===== src/rtl/rmtd_pkg.sv =====
package rmtd_pkg;

    localparam int DATA_W     = 8;
    localparam int SIZE_W     = 21;
    localparam int S_TDATA_W  = 8;
    localparam int M_TDATA_W  = 24;

    localparam logic [SIZE_W-1:0] MIN_SIZE_RST = 21'd16384;
    localparam logic [DATA_W-1:0] FILL_BYTE    = 8'hFF;

    // Source of the size that is reported for an image.
    typedef enum logic [1:0] {
        RES_SPAN = 2'd0,
        RES_SIZE = 2'd1,
        RES_MIN  = 2'd2
    } res_sel_t;

    typedef struct packed {
        logic     load_wr;
        logic     load_end;
        logic     run_init;
        logic     cmp_mode;
        logic     run_en;
        logic     halve;
        logic     res_wr;
        res_sel_t res_sel;
        logic     out_load;
    } cmd_t;

    typedef struct packed {
        logic lvl_go;
        logic chk_valid;
        logic chk_ok;
        logic chk_last;
    } stat_t;

endpackage


===== src/rtl/rmtd_ctrl.sv =====
module rmtd_ctrl (
    input  logic            aclk,
    input  logic            aresetn,
    input  logic            s_tvalid,
    input  logic            s_tlast,
    output logic            s_tready,
    output logic            m_tvalid,
    input  logic            m_tready,
    input  rmtd_pkg::stat_t stat,
    output rmtd_pkg::cmd_t  cmd
);
    import rmtd_pkg::*;

    typedef enum logic [4:0] {
        ST_LOAD  = 5'b00001,
        ST_LEVEL = 5'b00010,
        ST_SPAN  = 5'b00100,
        ST_FFCHK = 5'b01000,
        ST_DONE  = 5'b10000
    } state_t;

    state_t state_reg, state_next;
    logic   out_valid_reg, out_valid_next;

    always_ff @(posedge aclk) begin
        if (!aresetn) begin
            state_reg     <= ST_LOAD;
            out_valid_reg <= 1'b0;
        end else begin
            state_reg     <= state_next;
            out_valid_reg <= out_valid_next;
        end
    end

    always_comb begin
        cmd            = '0;
        cmd.res_sel    = RES_SIZE;
        state_next     = state_reg;
        out_valid_next = out_valid_reg && !m_tready;
        case (state_reg)
            ST_LOAD: begin
                if (s_tvalid) begin
                    cmd.load_wr = 1'b1;
                    if (s_tlast) begin
                        cmd.load_end = 1'b1;
                        state_next   = ST_LEVEL;
                    end
                end
            end
            ST_LEVEL: begin
                // The mode chosen here is latched by the datapath for the whole run.
                cmd.run_init = 1'b1;
                cmd.cmp_mode = stat.lvl_go;
                state_next   = stat.lvl_go ? ST_SPAN : ST_FFCHK;
            end
            ST_SPAN: begin
                cmd.run_en = 1'b1;
                if (stat.chk_valid) begin
                    if (!stat.chk_ok) begin
                        cmd.res_wr  = 1'b1;
                        cmd.res_sel = RES_SPAN;
                        state_next  = ST_DONE;
                    end else if (stat.chk_last) begin
                        cmd.halve  = 1'b1;
                        state_next = ST_LEVEL;
                    end
                end
            end
            ST_FFCHK: begin
                cmd.run_en = 1'b1;
                if (stat.chk_valid) begin
                    if (!stat.chk_ok) begin
                        cmd.res_wr  = 1'b1;
                        cmd.res_sel = RES_MIN;
                        state_next  = ST_DONE;
                    end else if (stat.chk_last) begin
                        cmd.res_wr  = 1'b1;
                        cmd.res_sel = RES_SIZE;
                        state_next  = ST_DONE;
                    end
                end
            end
            ST_DONE: begin
                if (!out_valid_reg || m_tready) begin
                    cmd.out_load   = 1'b1;
                    out_valid_next = 1'b1;
                    state_next     = ST_LOAD;
                end
            end
            default: begin
                state_next = ST_LOAD;
            end
        endcase
    end

    assign s_tready = (state_reg == ST_LOAD);
    assign m_tvalid = out_valid_reg;

endmodule


===== config.mk =====
export PLATFORM = sky130hd
export DESIGN_NAME = rmtd_ctrl
export DESIGN_NICKNAME = d
export VERILOG_FILES = /design/src/rtl/rmtd_pkg.sv /design/src/rtl/rmtd_ctrl.sv
export SDC_FILE = /design/constraint.sdc
export NUM_CORES = 1
export LEC_CHECK = 0
export BUFFER_PORTS_ARGS = -buffer_cell sky130_fd_sc_hd__buf_2
export CAP_MARGIN = 20
export CORE_AREA = 3 3 40 42
export CTS_CLUSTER_DIAMETER = 60
export DETAILED_ROUTE_END_ITERATION = 8
export DIE_AREA = 0 0 43 45
export PLACE_DENSITY = 0.63
export SLEW_MARGIN = 20
export SYNTH_ARGS = -nofsm -noshare
export SYNTH_HDL_FRONTEND = slang
export SYNTH_SLANG_ARGS = --single-unit

===== constraint.sdc =====
create_clock -name aclk -period 2.7 [get_ports aclk]
set_input_delay 0.405 -clock aclk [delete_from_list [all_inputs] [get_ports aclk]]
set_output_delay 0.405 -clock aclk [all_outputs]
set_load 0.02 [all_outputs]

==> impl.org, run 1 <==
** Clock tree
- # resized after CTS :: 0
- Number of clock sinks :: 6
- Counting along the longest clock path gives a buffer depth of 2.
- Buffers inserted during clock tree synthesis total 3.
- Post-CTS Hold Fix Bufs :: 0
- Clock tree root buffer cell :: clkbuf_4
- In this run the number of H-tree levels came out at 1.
- Setup Buffers After CTS :: 0
- After clock tree synthesis, the clock-pin slew on the worst setup and hold paths is 0.04 ns.
- Clock latency at the later pin of the worst-skew pair :: 0.24 ns
- TritonCTS clock tree :: built

** GRT
- Maximum number of pins on one net before global-route repair :: 9
- Number of global-route vias before repair :: 351
- The first global-routing pass estimated 1.51 mm of wire.
- Global routing finished with a remaining overflow of 0.
- Antenna violations before repair :: 0
- GR Util All Layers :: 0.107

** Drt
- The detailed router finished its first iteration with 9 violations.
- For this block, the via count after detailed routing is 438.
- DRC violations left :: 0
- Wires add up to 952 microns.
- The detail route stage leaves a number of antenna-violating nets equal to 0.
- First-pass detailed-route iteration total :: 4
- Wirelength per Cell :: 10.6 microns
- Using the TritonRoute via totals, the vias-per-cell ratio works out to 4.87.

** Timing
- For the pin with the worst max-slew slack, the measured transition is 0.243 ns.
- The final hold violation count came to 0.
- Aggregate negative setup slack :: 0 ns
- Setup violations remaining at the end of the flow were counted as 0.
- Setup repair after global routing left no endpoint under its margin.
- Setup slack closes at 0.798 ns.
- The worst pin sits at a relative slew slack of 0.838.
- The worst path in the final design needs a cycle of 1.90 ns, including I/O delays and setup.
- The number of max-slew violations in the final report was 0.
- Between clock sinks in the finished design, the worst skew comes to 0.00211 ns.
- Final worst path period share :: 0.704
- Highest Clock Rate :: 526 MHz

** Floorplanning
- DIE AREA :: 0.00194 sq mm
- In this run the core area contains 13 standard-cell rows.
- Overall die width :: 43 microns
- The region available for standard cell placement spans 0.00128 sq mm.
- The die is 45 microns tall.
- In this run the count of I/O pins placed on the die edge is 21.
- The initial utilization of the core area, before any placement, comes to 0.326.

** Finish
- Net count of the finished layout :: 86
- Relative area change from synthesis to final layout :: 31.9%
- Number of filler instances in the final layout :: 132
- Flip-flop count of the largest register, all copies and words added :: 5
- Antenna Cells :: 0
- Most common cell after layout, fill and taps aside :: buf_2
- Share of layout cells above drive strength 1 :: 0.387
- The top cell types in the final layout, fill and taps aside, are buf_2 (20), nor2_1 (6), dfxtp_1 (6), nand2_1 (5), inv_1 (4).

** Synthesis
- In this run, distinct cell masters in the synthesized netlist total 27.
- Each instance of the synthesized netlist takes up on average 7.91 sq um.
- Register bit count reported by yosys :: 6
- Number of warnings reported in the yosys synthesis log :: 0
- Synthesis produced a netlist with a net count of 62.
- After technology mapping, the gate count stands at 53.
- EDFF count, synth :: 0
- Netlist area before placement :: 419 sq um
- For this run, the leading register cell type out of synthesis is dfxtp_1.
- Share of flip-flops with an asynchronous set or reset after synthesis :: 0
- The share of the Yosys chip area taken by registers is 0.287.

** Setup path
- The worst setup path is of the reg -> out kind.
- Critical Path Start Type :: flop
- Endpoint kind of the worst setup timing path :: output port
- In this run the worst path has a maximum fanout of 5.
- Critical path required time :: 2.30 ns
- For the worst setup path, the data arrival time is 1.50 ns.
- Measured in cells, the most critical reg-to-reg path has a length of 4.
- Slack of the worst reg-to-reg path :: 1.38 ns

** Hold path
- Cell depth of the worst hold path :: 3
- The tightest min-delay check is of the in -> reg type.

** Placement
- Buffers placed on the I/O ports in this run total 20.
- DP HPWL :: 800 microns
- Before CTS, the worst setup slack after placement is 1.06 ns.
- Routability-driven placement finished with a final weighted congestion of 0.760.

** Job
- Max-cap violations in this run came to 0.

** Pwr
- The analysis attributes to cell leakage a power of 0.000246 uW.
- Areal power density over the cells :: 403 mW/mm^2
- Worst voltage drop across the vdd grid :: 0.000153 V
- Post-route total power :: 223 uW

** Status
- The run finished with clean final reports.
[per-layer routing]
| layer | track usage | vias up | part of all wire |
|---|---|---|---|
| li1 | - | 236 | - |
| met4 | 0.0904 | 0 | 0.016 |
| met5 | 0 | - | 0 |
| met1 | 0.145 | 177 | 0.49 |
| met2 | 0.141 | 23 | 0.41 |
| met3 | 0.0239 | 2 | 0.083 |
[synthesized netlist by cell type, types with 2 or more instances]
cell type | n | area [sq um]
nor2_1 | 6 | 22.5
and2_1 | 2 | 12.5
nand2_1 | 5 | 18.8
nand2b_1 | 2 | 12.5
o211ai_1 | 2 | 15.0
inv_1 | 4 | 15.0
nand3b_1 | 2 | 15.0
and3_1 | 2 | 12.5
dfxtp_1 | 6 | 120
nor4_1 | 2 | 12.5
nor2b_1 | 2 | 12.5
nand3_1 | 3 | 15.0
[worst paths after layout]
check,start,end
setup / recovery,state_reg[4],cmd[4]
hold / removal,stat[3],state_reg[3]
setup reg to reg,state_reg[4],state_reg[1]
hold reg to reg,state_reg[3],state_reg[3]
[worst max-delay path: stages (launching register included)]
cell and delay (ns):
dfxtp_1 0.34, or3_4 0.44, nor4_1 0.26, buf_2 0.21
[area by class of cell]
| cell class | instances | area [sq um] | area share |
|---|---|---|---|
| Multi-Input combinational cell | 42 | 277 | 0.500 |
| Sequential cell | 6 | 120 | 0.217 |
| Timing Repair Buffer | 20 | 100 | 0.181 |
| Clock buffer | 3 | 22.5 | 0.0407 |
| Tap cell | 15 | 18.8 | 0.0339 |
| Inverter | 4 | 15.0 | 0.0271 |
[cell families (layout without fill, tap and decap cells)]
| kind of cell | Yosys count | in the layout | share of synthesized area |
|---|---|---|---|
| xor gates and xnor gates | 1 | 1 | 0.0209 |
| DFF | 6 | 6 | 0.287 |
| and+or+nand+nor | 29 | 29 | 0.391 |
| buffers and inverters | 5 | 27 | 0.0537 |
| AOI/OAI and AO/OA | 12 | 12 | 0.248 |
[stage by stage]
step / area (sq um) / util / cells / hold WS, ns
floorplan: 419 / - / 53 / 0.487
global placement: 531 / 0.413 / 87 / 0.512
detailed placement: 531 / 0.413 / 87 / 0.523
CTS: 553 / 0.430 / 90 / 0.425
global route: 553 / 0.430 / 90 / 0.440
finish: 553 / 0.430 / 90 / 0.428
[report_power, final]
group          internal, uW  switching, uW  leakage, uW
Clock                  50.2           31.4    0.0000138
Sequential             91.5           3.38    0.0000487
Combinational          19.4           27.3     0.000183
No activity file was read; power rests on OpenSTA's default activity.
==> inputs of run 2 (changes only) <==
==> constraint.sdc (replaced) <==
create_clock -name aclk -period 2 [get_ports aclk]
set_input_delay 0.3 -clock aclk [delete_from_list [all_inputs] [get_ports aclk]]
set_output_delay 0.3 -clock aclk [all_outputs]
set_load 0.02 [all_outputs]
==> run 2 against run 1 <==
Total power rose by 35%. Non-clock buffer count unchanged. Worst hold slack got worse by 0.10 ns. Clock skew is 0.0013 ns lower. Global-route usage grew 0.24 points. Combinational power rose by 35%. Die area did not move. Clock power increased by 36%. Sequential share of layout area is the same. Cell area is the same. Highest routed layer unchanged.
==> impl.org, run 2 (same netlist as run 1, synthesis figures left out) <==
** Placement
- At the end of routability-driven placement, the weighted congestion stood at 0.687.
- The HPWL after detailed placement is 786 microns.
- Counting tap cells, the placed design contains a total of 87 instances.
- Port buffering added 20 buffers.
- Timing analysis after detailed placement gives a worst setup slack of 0.480 ns.

** GRT
- The initial antenna violation count is 0.
- The via count of the first global-routing pass came to 387.
- Final global-route overflow total :: 0
- GR Util All Layers :: 0.109
- Entering global routing, the biggest net connects 9 pins.
- Global-route wire length before repair :: 1.59 mm

** Clock tree
- Longest Clk Path Bufs :: 2
- Clock-pin slew was measured on the worst setup and hold paths at 0.05 ns.
- Setup Buffers After CTS :: 0
- TritonCTS built the clock tree.
- Number of clock sinks :: 6
- The tree is rooted in a clkbuf_4.
- Number of buffers inserted during clock tree synthesis :: 3
- Once the clock tree was built, the resizer swapped 0 gates to a different size.
- Post-CTS Hold Fix Bufs :: 0
- CTS built an H-tree with a depth of 1.
- The clock reaches the later pin of the worst-skew pair after 0.24 ns.

** Setup path
- Critical path fanouts, max :: 5
- Critical path required time :: 1.70 ns
- Worst Setup Path Type :: reg -> out
- Depth of the most critical reg-to-reg path :: 4
- The worst setup path is captured at an output port.
- Critical Path Start Type :: flop
- Data arrival time at the worst-slack endpoint :: 1.48 ns

** Pwr
- Of the total power, the clock network draws 0.369.
- Fraction of power spent switching nets :: 0.280
- The analysis attributes to net switching a power of 84.7 uW.
- Portion of total power attributed to combinational logic :: 0.208
- The internal portion of the total power is 217 uW.
- Worst voltage drop across the vdd grid :: 0.000245 V
- The share of total power dissipated in sequential elements is 0.423.
- Power spread over the standard cell area amounts to 546 mW/mm^2.
- Reported leakage power :: 0.000246 uW

** Timing
- In the final timing run, aggregate negative setup slack is 0 ns.
- For this run, the top clock speed supported by timing is 563 MHz.
- WHS :: 0.325 ns
- Of the available clock period, the critical path in the final layout requires 0.888.
- Hold Vio Cnt, Final :: 0
- Slew Limit Fails :: 0
- For the pin with the worst max-slew slack, the measured transition is 0.243 ns.
- Setup violations remaining at the end of the flow were counted as 0.
- Setup slack closes at 0.225 ns.
- Between clock sinks in the finished design, the worst skew comes to 0.000847 ns.
- Max-Slew Margin vs Limit :: 0.838
- Setup repair after global routing left no endpoint under its margin.
- Post-layout min period :: 1.78 ns

** Drt
- DRC violations left :: 0
- Vias :: 441
- First-pass detailed-route iteration total :: 3
- Once detail routing completed, the nets flagged for antenna violations numbered 0.
- Via-to-Cell Ratio :: 4.90
- Dividing the detail-routed wire length by the instance count gives 10.9 microns.
- In this run, the number of DRC markers left after iteration 0 of detailed routing was 6.
- Detailed-route wire length :: 982 microns

** Finish
- Flip-flop count of the largest register, all copies and words added :: 5
- Number of filler instances in the final layout :: 137
- Most common cell after layout, fill and taps aside :: buf_2
- The count of cells in the finished layout, fillers not included, comes to 90.
- Net count of the finished layout :: 86
- Measured on the finished design, the core utilization comes to 0.430.
- Share of layout cells above drive strength 1 :: 0.387
- Most frequent cells in the layout :: buf_2 (20), nor2_1 (6), dfxtp_1 (6), nand2_1 (5), inv_1 (4)
- Antenna Cells :: 0
- Compared with the post-synthesis result, the final layout area differs by 31.9%.

** Floorplanning
- In this run the count of I/O pins placed on the die edge is 21.
- Number of standard-cell rows in the floorplan :: 13
- Initial standard-cell utilization of the core :: 0.326
- The die covers 0.00194 sq mm.
- The die is 45 microns tall.
- In this run the horizontal extent of the chip is 43 microns.
- After floorplanning, the core was sized to cover 0.00128 sq mm.

** Job
- Number of maximum-capacitance violations :: 0

** Hold path
- The min-delay analysis places its worst path in the category in -> reg.
- Cell depth of the worst hold path :: 3

** Status
- The run finished with clean final reports.
-- run 2: cell counts in the layout (fill, tap and decap cells not counted) --
No cell type changed its count.
-- run 2: layer usage --
layer,vias up,track usage,wire [microns]
met5,-,0,0
met4,0,0.0904,16
met3,2,0.0199,91
met2,17,0.162,424
met1,189,0.137,449
li1,233,-,-
-- run 2: power by group through the flow --
stage               logic (uW)  registers [uW]  clock network (uW)
floorplan                 41.9             129                   0
global placement          62.6             130                   0
detailed placement        63.1             130                   0
CTS                       63.7             128                 117
global route              69.5             128                 125
finish                    62.9             128                 111
-- run 2: layout make-up --
class / count / area [sq um] / area share
multi-input cells: 42 / 277 / 0.500
clock buffers: 3 / 22.5 / 0.0407
flip-flops and latches: 6 / 120 / 0.217
repair buffers: 20 / 100 / 0.181
inverters: 4 / 15.0 / 0.0271
well taps: 15 / 18.8 / 0.0339
-- run 2: path summary, 6_finish.rpt --
check / slack (ns) / startpoint / endpoint
worst max-delay path: 0.22 / state_reg[4] / cmd[4]
worst min-delay path: 0.32 / stat[3] / state_reg[3]
worst max register to register: 0.69 / state_reg[4] / state_reg[1]
worst min register to register: 0.54 / state_reg[3] / state_reg[3]
-- run 2: metrics by stage --
| stage | total power [uW] | instance area (sq um) |
|---|---|---|
| 3_3_place_gp | 192 | 531 |
| 6_report | 302 | 553 |
| 4_1_cts | 308 | 553 |
| 5_1_grt | 322 | 553 |
| 2_1_floorplan | 171 | 419 |
| 3_5_place_dp | 193 | 531 |
-- run 2: critical path: stages (launching register included) --
cell and delay (ns):
dfxtp_1 0.34, or3_4 0.44, nor4_1 0.25, buf_2 0.20
